$ cat config.mk
export PLATFORM = sky130hd
export DESIGN_NAME = keyed_deque_with_abort_flat
export DESIGN_NICKNAME = d
export VERILOG_FILES = /design/src/rtl/core/kdq_pkg.sv /design/src/rtl/core/kdq_if.sv /design/src/rtl/core/kdq_ctrl.sv /design/src/rtl/core/kdq_datapath.sv /design/src/rtl/core/keyed_deque_with_abort.sv /design/src/flat_wrapper.sv
export SDC_FILE = /design/constraint.sdc
export NUM_CORES = 2
export LEC_CHECK = 0
export ABC_AREA = 1
export BUFFER_PORTS_ARGS = -buffer_cell sky130_fd_sc_hd__buf_2
export CORE_MARGIN = 2
export CORE_UTILIZATION = 25
export CTS_BUF_LIST = sky130_fd_sc_hd__clkbuf_16
export DETAILED_ROUTE_END_ITERATION = 8
export GPL_TIMING_DRIVEN = 0
export SETUP_SLACK_MARGIN = 0.15
export SYNTH_ARGS = -nofsm -noshare
export SYNTH_HDL_FRONTEND = slang
export SYNTH_SLANG_ARGS = --single-unit
$ cat constraint.sdc
create_clock -name clock -period 9.63 [get_ports clock]
set_input_delay 1.4445 -clock clock [delete_from_list [all_inputs] [get_ports clock]]
set_output_delay 1.4445 -clock clock [all_outputs]
set_load 0.1 [all_outputs]
$ cat src/rtl/core/kdq_pkg.sv
// Shared definitions for the keyed deque: field widths, request and status
// codes, and the command/status structs between controller and datapath.
// No dependencies.
package kdq_pkg;

   localparam int DEPTH_DEF        = 16;
   localparam int HANDLE_WIDTH_DEF = 32;
   localparam int TYPE_W           = 3;
   localparam int ID_W             = 32;
   localparam int HDL_PORT_W       = 32;
   localparam int STATUS_W         = 2;
   localparam int OCC_W            = 5;

   // request codes
   localparam logic [TYPE_W-1:0] OP_APPEND    = 3'd0;
   localparam logic [TYPE_W-1:0] OP_PUSH      = 3'd1;
   localparam logic [TYPE_W-1:0] OP_POP_FRONT = 3'd2;
   localparam logic [TYPE_W-1:0] OP_POP_ID    = 3'd3;
   localparam logic [TYPE_W-1:0] OP_REMOVE    = 3'd4;
   localparam logic [TYPE_W-1:0] OP_FIND      = 3'd5;
   localparam logic [TYPE_W-1:0] OP_CLEAR     = 3'd6;
   localparam logic [TYPE_W-1:0] OP_ABORT     = 3'd7;

   // result status codes
   localparam logic [STATUS_W-1:0] ST_OK      = 2'd0;
   localparam logic [STATUS_W-1:0] ST_ABORTED = 2'd1;
   localparam logic [STATUS_W-1:0] ST_FULL    = 2'd2;
   localparam logic [STATUS_W-1:0] ST_NONE    = 2'd3;

   // scan index update
   localparam logic [2:0] IDX_HOLD = 3'd0;
   localparam logic [2:0] IDX_ZERO = 3'd1;
   localparam logic [2:0] IDX_INC  = 3'd2;
   localparam logic [2:0] IDX_DEC  = 3'd3;
   localparam logic [2:0] IDX_TOP  = 3'd4;

   // store write select
   localparam logic [2:0] WR_NONE  = 3'd0;
   localparam logic [2:0] WR_BACK  = 3'd1;
   localparam logic [2:0] WR_FRONT = 3'd2;
   localparam logic [2:0] WR_UP    = 3'd3;
   localparam logic [2:0] WR_DOWN  = 3'd4;

   // entry count update
   localparam logic [1:0] CNT_HOLD = 2'd0;
   localparam logic [1:0] CNT_INC  = 2'd1;
   localparam logic [1:0] CNT_DEC  = 2'd2;
   localparam logic [1:0] CNT_CLR  = 2'd3;

   typedef struct packed {
      logic                latch;
      logic [2:0]          idx_mode;
      logic [2:0]          wr_mode;
      logic [1:0]          cnt_mode;
      logic                set_abort;
      logic                set_status;
      logic [STATUS_W-1:0] status;
      logic                take_hit;
      logic                out_load;
   } kdq_cmd_type;

   typedef struct packed {
      logic [TYPE_W-1:0] op;
      logic              aborted;
      logic              full;
      logic              empty;
      logic              hit;
      logic              last;
      logic              idx_zero;
      logic              out_free;
   } kdq_stat_type;

endpackage

$ cat src/rtl/core/kdq_if.sv
// Valid/ready channel interfaces for the keyed deque: request and response.
// Depends on kdq_pkg for field widths.
interface kdq_req_if import kdq_pkg::*; ();
   logic                     valid;
   logic                     ready;
   logic [TYPE_W-1:0]        req_type;
   logic signed [ID_W-1:0]   key_id;
   logic [HDL_PORT_W-1:0]    entry_handle;

   modport source (output valid, output req_type, output key_id, output entry_handle,
                   input ready);
   modport sink   (input valid, input req_type, input key_id, input entry_handle,
                   output ready);
endinterface

interface kdq_rsp_if import kdq_pkg::*; ();
   logic                  valid;
   logic                  ready;
   logic [STATUS_W-1:0]   status;
   logic [HDL_PORT_W-1:0] entry_out;
   logic [OCC_W-1:0]      occupancy;
   logic                  is_aborted;

   modport source (output valid, output status, output entry_out, output occupancy,
                   output is_aborted, input ready);
   modport sink   (input valid, input status, input entry_out, input occupancy,
                   input is_aborted, output ready);
endinterface

$ cat src/rtl/core/kdq_ctrl.sv
// Controller of the keyed deque: sequences dispatch, scan and shift steps.
// Depends on kdq_pkg; drives kdq_datapath through kdq_cmd_type.
module kdq_ctrl import kdq_pkg::*; (
   input  logic         clock,
   input  logic         reset,
   input  logic         req_valid,
   output logic         req_ready,
   input  kdq_stat_type st,
   output kdq_cmd_type  cmd
);

   localparam logic [2:0] S_IDLE  = 3'd0;
   localparam logic [2:0] S_DISP  = 3'd1;
   localparam logic [2:0] S_SCAN  = 3'd2;
   localparam logic [2:0] S_SHDN  = 3'd3;
   localparam logic [2:0] S_SHUP  = 3'd4;
   localparam logic [2:0] S_FRONT = 3'd5;
   localparam logic [2:0] S_DONE  = 3'd6;

   logic [2:0] state_ff;
   logic [2:0] state_in;

   always_ff @(posedge clock) begin
      if (reset) begin
         state_ff <= S_IDLE;
      end else begin
         state_ff <= state_in;
      end
   end

   always_comb begin
      cmd       = '0;
      cmd.status = ST_OK;
      req_ready = 1'b0;
      state_in  = state_ff;
      unique case (state_ff)
         S_IDLE: begin
            // hold off transfers while reset is applied
            req_ready = !reset;
            if (req_valid && !reset) begin
               cmd.latch = 1'b1;
               state_in  = S_DISP;
            end
         end
         S_DISP: begin
            unique case (st.op)
               OP_APPEND, OP_PUSH: begin
                  priority if (st.aborted) begin
                     cmd.set_status = 1'b1;
                     cmd.status     = ST_ABORTED;
                     state_in       = S_DONE;
                  end else if (st.full) begin
                     cmd.set_status = 1'b1;
                     cmd.status     = ST_FULL;
                     state_in       = S_DONE;
                  end else if (st.op == OP_APPEND || st.empty) begin
                     cmd.wr_mode    = (st.op == OP_APPEND) ? WR_BACK : WR_FRONT;
                     cmd.cnt_mode   = CNT_INC;
                     cmd.set_status = 1'b1;
                     state_in       = S_DONE;
                  end else begin
                     // open a slot at the front, moving the last entry first
                     cmd.idx_mode = IDX_TOP;
                     state_in     = S_SHUP;
                  end
               end
               OP_POP_FRONT, OP_POP_ID, OP_REMOVE, OP_FIND: begin
                  if (st.empty) begin
                     state_in = S_DONE;
                  end else begin
                     cmd.idx_mode = IDX_ZERO;
                     state_in     = S_SCAN;
                  end
               end
               OP_CLEAR: begin
                  cmd.cnt_mode   = CNT_CLR;
                  cmd.set_status = 1'b1;
                  state_in       = S_DONE;
               end
               OP_ABORT: begin
                  cmd.set_abort  = 1'b1;
                  cmd.cnt_mode   = CNT_CLR;
                  cmd.set_status = 1'b1;
                  state_in       = S_DONE;
               end
            endcase
         end
         S_SCAN: begin
            if (st.hit) begin
               cmd.take_hit   = 1'b1;
               cmd.set_status = 1'b1;
               priority if (st.op == OP_FIND) begin
                  state_in = S_DONE;
               end else if (st.last) begin
                  cmd.cnt_mode = CNT_DEC;
                  state_in     = S_DONE;
               end else begin
                  cmd.idx_mode = IDX_INC;
                  state_in     = S_SHDN;
               end
            end else if (st.last) begin
               state_in = S_DONE;
            end else begin
               cmd.idx_mode = IDX_INC;
            end
         end
         S_SHDN: begin
            // close the gap: move the entry just read one place forward
            cmd.wr_mode = WR_DOWN;
            if (st.last) begin
               cmd.cnt_mode = CNT_DEC;
               state_in     = S_DONE;
            end else begin
               cmd.idx_mode = IDX_INC;
            end
         end
         S_SHUP: begin
            cmd.wr_mode = WR_UP;
            if (st.idx_zero) begin
               state_in = S_FRONT;
            end else begin
               cmd.idx_mode = IDX_DEC;
            end
         end
         S_FRONT: begin
            cmd.wr_mode    = WR_FRONT;
            cmd.cnt_mode   = CNT_INC;
            cmd.set_status = 1'b1;
            state_in       = S_DONE;
         end
         S_DONE: begin
            // hold until the output register can take the result
            if (st.out_free) begin
               cmd.out_load = 1'b1;
               state_in     = S_IDLE;
            end
         end
         default: begin
            state_in = S_IDLE;
         end
      endcase
   end

   // after an abort nothing can be inserted, so the store is never written
   a_no_write_after_abort: assert property (@(posedge clock) disable iff (reset)
      st.aborted |-> cmd.wr_mode == WR_NONE)
      else $error("store written after abort");

   a_no_grow_when_full: assert property (@(posedge clock) disable iff (reset)
      cmd.cnt_mode == CNT_INC |-> !st.full)
      else $error("entry count grows past depth");

   a_scan_not_empty: assert property (@(posedge clock) disable iff (reset)
      (state_ff == S_SCAN || state_ff == S_SHDN) |-> !st.empty)
      else $error("scan running on an empty store");

endmodule

$ cat src/rtl/core/kdq_datapath.sv
// Datapath of the keyed deque: entry store, scan index, entry count, abort
// flag, request and result registers. Depends on kdq_pkg; driven by kdq_ctrl.
module kdq_datapath import kdq_pkg::*; #(
   parameter int DEPTH        = DEPTH_DEF,
   parameter int HANDLE_WIDTH = HANDLE_WIDTH_DEF
) (
   input  logic                   clock,
   input  logic                   reset,
   input  kdq_cmd_type            cmd,
   output kdq_stat_type           st,
   input  logic [TYPE_W-1:0]      req_type,
   input  logic signed [ID_W-1:0] req_key_id,
   input  logic [HDL_PORT_W-1:0]  req_entry_handle,
   output logic                   rsp_valid,
   input  logic                   rsp_ready,
   output logic [STATUS_W-1:0]    rsp_status,
   output logic [HDL_PORT_W-1:0]  rsp_entry_out,
   output logic [OCC_W-1:0]       rsp_occupancy,
   output logic                   rsp_is_aborted
);

   localparam int AW = $clog2(DEPTH);
   localparam int CW = $clog2(DEPTH + 1);
   localparam int SW = (HANDLE_WIDTH < HDL_PORT_W) ? HANDLE_WIDTH : HDL_PORT_W;
   localparam int EW = SW + ID_W;

   logic [EW-1:0]       mem [DEPTH];

   logic [TYPE_W-1:0]   op_ff;
   logic [ID_W-1:0]     id_ff;
   logic [SW-1:0]       hdl_ff;
   logic [CW-1:0]       count_ff, count_in, count_m1;
   logic                aborted_ff;
   logic [AW-1:0]       idx_ff, idx_in;
   logic [EW-1:0]       rd_data_ff;
   logic [STATUS_W-1:0] res_status_ff;
   logic [SW-1:0]       res_hdl_ff;
   logic                rsp_valid_ff;
   logic [STATUS_W-1:0] rsp_status_ff;
   logic [SW-1:0]       rsp_hdl_ff;
   logic [CW-1:0]       rsp_count_ff;
   logic                rsp_abort_ff;

   logic                wr_en;
   logic [AW-1:0]       wr_addr;
   logic [EW-1:0]       wr_data;
   logic [SW-1:0]       rd_hdl;
   logic [ID_W-1:0]     rd_id;
   logic                hdl_nz;

   assign rd_hdl   = rd_data_ff[EW-1:ID_W];
   assign rd_id    = rd_data_ff[ID_W-1:0];
   assign hdl_nz   = (rd_hdl != '0);
   assign count_m1 = count_ff - CW'(1);

   always_comb begin
      unique case (cmd.idx_mode)
         IDX_ZERO: idx_in = '0;
         IDX_INC:  idx_in = idx_ff + AW'(1);
         IDX_DEC:  idx_in = idx_ff - AW'(1);
         IDX_TOP:  idx_in = count_m1[AW-1:0];
         default:  idx_in = idx_ff;
      endcase
   end

   always_comb begin
      wr_en   = 1'b1;
      wr_addr = '0;
      wr_data = {hdl_ff, id_ff};
      unique case (cmd.wr_mode)
         WR_BACK:  wr_addr = count_ff[AW-1:0];
         WR_FRONT: wr_addr = '0;
         WR_UP: begin
            wr_addr = idx_ff + AW'(1);
            wr_data = rd_data_ff;
         end
         WR_DOWN: begin
            wr_addr = idx_ff - AW'(1);
            wr_data = rd_data_ff;
         end
         default:  wr_en = 1'b0;
      endcase
   end

   always_comb begin
      unique case (cmd.cnt_mode)
         CNT_INC: count_in = count_ff + CW'(1);
         CNT_DEC: count_in = count_m1;
         CNT_CLR: count_in = '0;
         default: count_in = count_ff;
      endcase
   end

   // entry store: one write port, one registered read port at the next index
   always_ff @(posedge clock) begin
      if (wr_en) begin
         mem[wr_addr] <= wr_data;
      end
   end

   always_ff @(posedge clock) begin
      rd_data_ff <= mem[idx_in];
      idx_ff     <= idx_in;
   end

   always_ff @(posedge clock) begin
      if (cmd.latch) begin
         op_ff  <= req_type;
         id_ff  <= req_key_id;
         hdl_ff <= req_entry_handle[SW-1:0];
      end
   end

   always_ff @(posedge clock) begin
      if (cmd.latch) begin
         res_status_ff <= ST_NONE;
         res_hdl_ff    <= '0;
      end else begin
         if (cmd.set_status) begin
            res_status_ff <= cmd.status;
         end
         if (cmd.take_hit) begin
            res_hdl_ff <= rd_hdl;
         end
      end
   end

   always_ff @(posedge clock) begin
      if (reset) begin
         count_ff     <= '0;
         aborted_ff   <= 1'b0;
         rsp_valid_ff <= 1'b0;
      end else begin
         count_ff <= count_in;
         if (cmd.set_abort) begin
            aborted_ff <= 1'b1;
         end
         if (cmd.out_load) begin
            rsp_valid_ff <= 1'b1;
         end else if (rsp_ready) begin
            rsp_valid_ff <= 1'b0;
         end
      end
   end

   always_ff @(posedge clock) begin
      if (cmd.out_load) begin
         rsp_status_ff <= res_status_ff;
         rsp_hdl_ff    <= res_hdl_ff;
         rsp_count_ff  <= count_ff;
         rsp_abort_ff  <= aborted_ff;
      end
   end

   always_comb begin
      st.op       = op_ff;
      st.aborted  = aborted_ff;
      st.full     = (count_ff == CW'(DEPTH));
      st.empty    = (count_ff == '0);
      st.last     = (CW'(idx_ff) + CW'(1)) >= count_ff;
      st.idx_zero = (idx_ff == '0);
      st.out_free = !rsp_valid_ff || rsp_ready;
      unique case (op_ff)
         OP_POP_FRONT: st.hit = hdl_nz;
         OP_POP_ID:    st.hit = hdl_nz && (rd_id == id_ff);
         OP_REMOVE:    st.hit = hdl_nz && (rd_hdl == hdl_ff);
         OP_FIND:      st.hit = (rd_id == id_ff);
         default:      st.hit = 1'b0;
      endcase
   end

   assign rsp_valid      = rsp_valid_ff;
   assign rsp_status     = rsp_status_ff;
   assign rsp_entry_out  = HDL_PORT_W'(rsp_hdl_ff);
   assign rsp_occupancy  = OCC_W'(rsp_count_ff);
   assign rsp_is_aborted = rsp_abort_ff;

   a_count_bounded: assert property (@(posedge clock) disable iff (reset)
      count_ff <= CW'(DEPTH))
      else $error("entry count above depth");

   a_abort_sticky: assert property (@(posedge clock) disable iff (reset)
      $past(aborted_ff) && !$past(reset) |-> aborted_ff)
      else $error("abort flag cleared without reset");

   a_write_in_range: assert property (@(posedge clock) disable iff (reset)
      wr_en |-> CW'(wr_addr) <= count_ff)
      else $error("store write beyond the held entries");

endmodule

$ cat src/rtl/core/keyed_deque_with_abort.sv
// Keyed deque with abort: an ordered store of handle/id entries with
// insert at either end, pops, keyed removal, lookup, clear and abort.
//
// Requests arrive on req_ch and each gives exactly one result on rsp_ch;
// both are valid/ready channels, a transfer happens when valid and ready
// are both high. One request is worked on at a time; req_ch.ready is high
// while the controller is idle, even if the previous result still waits
// in the output register, so a stalled receiver delays only the finish of
// the following request, never a held result.
// Append, clear, abort, refusals and requests on an empty store finish
// straight after dispatch; push front first moves each held entry one
// place back, the last one first, then writes the front; pop, remove and
// find read one entry a cycle from the front through the store's
// registered read port, then shift the entries behind a removed one
// forward one per cycle. The controller returns to idle between requests.
// Reset (synchronous) empties the store and clears the abort flag; store
// contents need no clearing pass since only held positions are read.
// Depends on kdq_pkg, kdq_if, kdq_ctrl and kdq_datapath.
module keyed_deque_with_abort import kdq_pkg::*; #(
   parameter int DEPTH        = DEPTH_DEF,
   parameter int HANDLE_WIDTH = HANDLE_WIDTH_DEF
) (
   input logic      clock,
   input logic      reset,
   kdq_req_if.sink  req_ch,
   kdq_rsp_if.source rsp_ch
);

   kdq_cmd_type  cmd;
   kdq_stat_type st;

   kdq_ctrl u_ctrl (
      .clock     (clock),
      .reset     (reset),
      .req_valid (req_ch.valid),
      .req_ready (req_ch.ready),
      .st        (st),
      .cmd       (cmd)
   );

   kdq_datapath #(
      .DEPTH        (DEPTH),
      .HANDLE_WIDTH (HANDLE_WIDTH)
   ) u_datapath (
      .clock            (clock),
      .reset            (reset),
      .cmd              (cmd),
      .st               (st),
      .req_type         (req_ch.req_type),
      .req_key_id       (req_ch.key_id),
      .req_entry_handle (req_ch.entry_handle),
      .rsp_valid        (rsp_ch.valid),
      .rsp_ready        (rsp_ch.ready),
      .rsp_status       (rsp_ch.status),
      .rsp_entry_out    (rsp_ch.entry_out),
      .rsp_occupancy    (rsp_ch.occupancy),
      .rsp_is_aborted   (rsp_ch.is_aborted)
   );

endmodule

$ cat src/flat_wrapper.sv
// flat-port wrapper written by rule: the top's interface ports become plain ports
module keyed_deque_with_abort_flat import kdq_pkg::*;
#(
   parameter int DEPTH        = DEPTH_DEF,
   parameter int HANDLE_WIDTH = HANDLE_WIDTH_DEF
)
  (clock, reset, req_ch_valid, req_ch_req_type, req_ch_key_id, req_ch_entry_handle, req_ch_ready, rsp_ch_valid, rsp_ch_status, rsp_ch_entry_out, rsp_ch_occupancy, rsp_ch_is_aborted, rsp_ch_ready);
  kdq_req_if req_ch_i ();
  kdq_rsp_if rsp_ch_i ();
  input logic clock;
  input logic reset;
  input wire logic [$bits(req_ch_i.valid)-1:0] req_ch_valid;
  input wire logic [$bits(req_ch_i.req_type)-1:0] req_ch_req_type;
  input wire logic [$bits(req_ch_i.key_id)-1:0] req_ch_key_id;
  input wire logic [$bits(req_ch_i.entry_handle)-1:0] req_ch_entry_handle;
  output wire logic [$bits(req_ch_i.ready)-1:0] req_ch_ready;
  output wire logic [$bits(rsp_ch_i.valid)-1:0] rsp_ch_valid;
  output wire logic [$bits(rsp_ch_i.status)-1:0] rsp_ch_status;
  output wire logic [$bits(rsp_ch_i.entry_out)-1:0] rsp_ch_entry_out;
  output wire logic [$bits(rsp_ch_i.occupancy)-1:0] rsp_ch_occupancy;
  output wire logic [$bits(rsp_ch_i.is_aborted)-1:0] rsp_ch_is_aborted;
  input wire logic [$bits(rsp_ch_i.ready)-1:0] rsp_ch_ready;
  assign req_ch_i.valid = req_ch_valid;
  assign req_ch_i.req_type = req_ch_req_type;
  assign req_ch_i.key_id = req_ch_key_id;
  assign req_ch_i.entry_handle = req_ch_entry_handle;
  assign req_ch_ready = req_ch_i.ready;
  assign rsp_ch_valid = rsp_ch_i.valid;
  assign rsp_ch_status = rsp_ch_i.status;
  assign rsp_ch_entry_out = rsp_ch_i.entry_out;
  assign rsp_ch_occupancy = rsp_ch_i.occupancy;
  assign rsp_ch_is_aborted = rsp_ch_i.is_aborted;
  assign rsp_ch_i.ready = rsp_ch_ready;
  keyed_deque_with_abort #(.DEPTH(DEPTH), .HANDLE_WIDTH(HANDLE_WIDTH)) u_core (.clock(clock), .reset(reset), .req_ch(req_ch_i), .rsp_ch(rsp_ch_i));
endmodule
==> key figures <==
Power
  – Pwr dens: about 360 mW/mm²
  – Max IR drop VDD: approximately 0.00022 V
  – Static leakage power: around 0.026 µW
  – Sum of internal, switching and leakage power: around 23000 µW

GRT
  – Maximum number of pins on one net before global-route repair: 49
  – Total routing resource utilization after global routing: 0.143
  – Initial antenna violation count: 23
  – Wire length of the first global-routing pass: about 230 mm
  – Grt total ovfl: 0
  – Vias in the first global route: 36500

Clocking
  – Number of hold buffers added after CTS: 0
  – Clk root buf: sky130_fd_sc_hd__clkbuf_16
  – Reg clk slew, reported paths: 0.06 ns
  – Setup fix buffers added after clock tree synthesis: 0
  – Post-cts gate resize count: 0
  – Total number of H-tree levels: 4
  – Cts bufs inserted: 133
  – Clock Sink Count: 1243
  – Clock latency on the worst-skew pair: 0.75 ns
  – Number of buffers on the longest clock path: 3
  – CTS tree: built

Synth
  – Number of synthesized register bits: roughly 1200
  – Fraction of synthesized cell area taken by the top area cell type: 0.629
  – Ys Warns: 0
  – Mean instance size in the synthesized netlist: slightly above 10 µm²
  – Synth Flop Type: sky130_fd_sc_hd__edfxtp_1
  – Top cells by instance count after synthesis: sky130_fd_sc_hd__nand3_1 (1307), sky130_fd_sc_hd__edfxtp_1 (1131), sky130_fd_sc_hd__inv_1 (1080)
  – Top-count cell post-synth: sky130_fd_sc_hd__nand3_1
  – Post-synthesis cell type count: slightly above 40
  – Seq/Total Area, Yosys: 0.671
  – Gate count of the mapped netlist: 5231
  – Cell area after synthesis: approximately 0.054 mm²
  – Number of enable flip-flop cells after synthesis: 1131
  – Post-synthesis async set-or-reset flop share: 0
  – Largest cells by area after synthesis: sky130_fd_sc_hd__edfxtp_1 (63%), sky130_fd_sc_hd__nand3_1 (12%), sky130_fd_sc_hd__inv_1 (7.5%), sky130_fd_sc_hd__nand2_1 (6.8%), sky130_fd_sc_hd__dfxtp_1 (4.2%)
  – Number of nets produced by synthesis: 5314
  – Most area-hungry cell type in the Yosys netlist: sky130_fd_sc_hd__edfxtp_1

Cells and area
  – Final core utilization: 0.295
  – Layout cells sized above 1: 0.105
  – Number of diodes added for antenna fixing: 0
  – Total Nets Final: between 5000 and 6000
  – Area Overhead vs Synth: 17.3%

Job
  – Max Cap Viol: 0

Timing
  – Hold Vio Cnt, Final: 0
  – Smallest setup slack after layout: approximately 4.3 ns
  – Final clock skew: approximately 0.029 ns
  – Fin Setup TNS: 0 ns
  – Number of slew-limit violations in the final report: 0
  – RSZ-0062 raised after global routing: false
  – Final critical delay including setup and external delays: roughly 5.4 ns
  – Highest attainable clock frequency: between 150 and 200 MHz
  – Slew at the pin with the worst max-slew slack: ~1.2 ns
  – Max-slew headroom: 0.201
  – Final setup violation count: 0
  – Fraction of the cycle the final worst path needs: 0.556

Place
  – Worst slack after detailed placement: between 4 and 5 ns
  – Final HPWL DP: roughly 110 mm
  – Final weighted congestion in routability-driven placement: a little under 0.9
  – Port bufs: about 110

Detailed routing
  – Detail Route Antenna Nets: 0
  – Post-Route WL: 160 mm
  – WL per Instance: approximately 19 µm
  – Number of detailed-routing iterations run before antenna repair: 8
  – Number of remaining DRC errors: 0
  – DR vias/cell: 4.49
  – Number of design-rule violations left by the first detailed-router iteration: roughly 4400
  – Vias: ~38000

Min path
  – Worst min-delay path endpoint: u_core.u_datapath.rsp_entry_out[3]
  – Hold path start: u_core.u_datapath.res_hdl_ff[3]
  – Hold path cells: 0
  – Class of the most critical hold timing path: flip-flop to flip-flop

Floorplanning
  – Standard cell core area: between 0.2 and 0.25 mm²
  – Starting density of the core: 0.251
  – Chip Height: between 400 and 500 µm
  – Chip width: around 470 µm
  – Boundary Pins: between 100 and 150
  – Site Rows: between 150 and 200
  – Die Footprint: ~0.22 mm²

Setup path
  – Cell Chain, Critical Path: xnor2_1 > nand4_1 > nor2_1 > nand2_1 > nor2_1 > nand2_1 > nand2_1 > nand3_2 > nand2_4 > nand3_1 > nand2_2 > nand3_2 > nand2_4 > buf_4 > buf_4 > nand2_1 > nand3_1 > nand3_1 > nand3_1 > nand2_1
  – Critical-path maximum fanout: 10
  – Crit Reg-Reg Startpoint: u_core.u_datapath.id_ff[3]
  – Crit. End Element: flip-flop
  – Family with the most delay on the worst path: simple AND/OR/NAND/NOR gates
  – Endpoint arrival time on the critical path: slightly below 6 ns
  – Crit-path most repeated cell: sky130_fd_sc_hd__nand2_1
  – CP max stage cell: sky130_fd_sc_hd__nor2_1
  – R2r endpoint: u_core.u_datapath.rd_data_ff[42]
  – Worst Path Required: 10.23 ns
  – Depth of the worst register-to-register path: 20
  – Number of buffer and inverter instances along the worst setup path: 2
  – Largest stage delay, worst path: about 0.8 ns
  – Minimum setup slack among reg-to-reg paths: about 4.3 ns
  – Crit Path Class: flip-flop to flip-flop
  – Nature of the critical path startpoint: flip-flop

Outcome
  – Result of the run: complete, no violations
## metrics by stage
stage,instance area (µm²),cells,hold slack (ns)
global placement,58100,8180,0.414
finish,63300,8475,0.426
CTS,63300,8475,0.424
detailed placement,59200,8231,0.412
global route,63300,8475,0.433
floorplan,54000,5231,0.403
## how the worst max path moves through the flow
stage | cells past startpoint | start | to | slack, ns
after floorplan | 8 | u_core.u_datapath.op_ff[2] | u_core.u_datapath.mem[0][0] | 2.64
after global placement | 8 | u_core.u_ctrl.state_ff[2] | u_core.u_datapath.mem[0][19] | -4.02
after detailed placement | 20 | u_core.u_datapath.id_ff[3] | u_core.u_datapath.rd_data_ff[63] | 4.44
after CTS | 20 | u_core.u_datapath.id_ff[3] | u_core.u_datapath.rd_data_ff[63] | 4.42
after global routing | 20 | u_core.u_datapath.id_ff[3] | u_core.u_datapath.rd_data_ff[63] | 4.17
final | 20 | u_core.u_datapath.id_ff[3] | u_core.u_datapath.rd_data_ff[42] | 4.28
## per-layer routing
metal / part of all wire / track usage
met5: 0.00078 / 0
met2: 0.44 / 0.219
met1: 0.43 / 0.198
met4: 0.028 / 0.0498
met3: 0.10 / 0.0317
## kinds of logic (layout without fill, tap and decap cells)
logic type,after synthesis,count (layout),share of synthesized area
compound gates,94,94,0.00995
simple gates,2451,2451,0.203
flops,1243,1243,0.671
fa+ha+maj,12,12,0.00278
buf+inv,1367,1773,0.103
xor+xnor,64,64,0.0104
## layout by cell type (no fill, tap or decap), types with 2 or more instances in the layout
cell / synthesis / layout
sky130_fd_sc_hd__nand3_1: 1307 / 1307
sky130_fd_sc_hd__edfxtp_1: 1131 / 1131
sky130_fd_sc_hd__inv_1: 1080 / 1118
sky130_fd_sc_hd__nand2_1: 971 / 971
sky130_fd_sc_hd__buf_2: 148 / 259
sky130_fd_sc_hd__clkbuf_16: 0 / 138
sky130_fd_sc_hd__nor2_1: 143 / 127
sky130_fd_sc_hd__dfxtp_1: 112 / 112
sky130_fd_sc_hd__buf_4: 56 / 63
sky130_fd_sc_hd__clkbuf_1: 53 / 52
sky130_fd_sc_hd__xnor2_1: 51 / 51
sky130_fd_sc_hd__o21ai_0: 50 / 42
sky130_fd_sc_hd__clkinv_1: 1 / 32
sky130_fd_sc_hd__buf_12: 0 / 32
sky130_fd_sc_hd__a21oi_1: 24 / 24
sky130_fd_sc_hd__clkinv_2: 0 / 17
sky130_fd_sc_hd__nor2_4: 0 / 16
sky130_fd_sc_hd__xor2_1: 13 / 13
sky130_fd_sc_hd__inv_2: 13 / 13
sky130_fd_sc_hd__nand4_1: 12 / 12
sky130_fd_sc_hd__buf_1: 12 / 12
sky130_fd_sc_hd__ha_1: 12 / 12
sky130_fd_sc_hd__o21ai_1: 0 / 7
sky130_fd_sc_hd__nand2_4: 6 / 6
sky130_fd_sc_hd__bufinv_16: 0 / 6
sky130_fd_sc_hd__buf_8: 0 / 6
sky130_fd_sc_hd__buf_16: 0 / 6
sky130_fd_sc_hd__a31oi_1: 5 / 5
sky130_fd_sc_hd__inv_6: 0 / 5
sky130_fd_sc_hd__buf_6: 4 / 4
sky130_fd_sc_hd__o31ai_1: 3 / 3
sky130_fd_sc_hd__clkinv_8: 0 / 3
sky130_fd_sc_hd__clkinvlp_4: 0 / 3
sky130_fd_sc_hd__or2_1: 2 / 2
sky130_fd_sc_hd__nand3_2: 2 / 2
sky130_fd_sc_hd__nor3_1: 2 / 2
sky130_fd_sc_hd__or2_2: 2 / 2
sky130_fd_sc_hd__a221oi_1: 2 / 2
## registers in the layout (all words and copies together), names as in the netlist, 5 cells and up
register	flops
u_core.u_datapath.count_ff	5
u_core.u_datapath.hdl_ff	32
u_core.u_datapath.id_ff	32
u_core.u_datapath.mem	1024
u_core.u_datapath.rd_data_ff	64
u_core.u_datapath.res_hdl_ff	32
u_core.u_datapath.rsp_entry_out	32
u_core.u_datapath.rsp_occupancy	5
## worst reg2reg max path, delay by kind of cell, from the launching register on
| family | cells | cell delay (ns) |
|---|---|---|
| flip-flops | 1 | 0.48 |
| XOR/XNOR | 1 | 0.23 |
| AND/OR/NAND/NOR | 17 | 3.82 |
| buffers and inverters | 2 | 0.66 |
## power by group
part	internal, µW	switching [µW]
clock network	2760	2110
registers	6920	277
logic	2770	7750
## area by class of cell
type	count	area, µm²
multi-input combinational	2621	12400
clock inverter	106	672
sequential	1243	36200
buffer	273	1450
tap	2838	3550
fill	21700	151000
inverter	1094	4110
timing repair buffer	162	1500
clock buffer	138	3450
No activity file was read; power rests on OpenSTA's default activity.
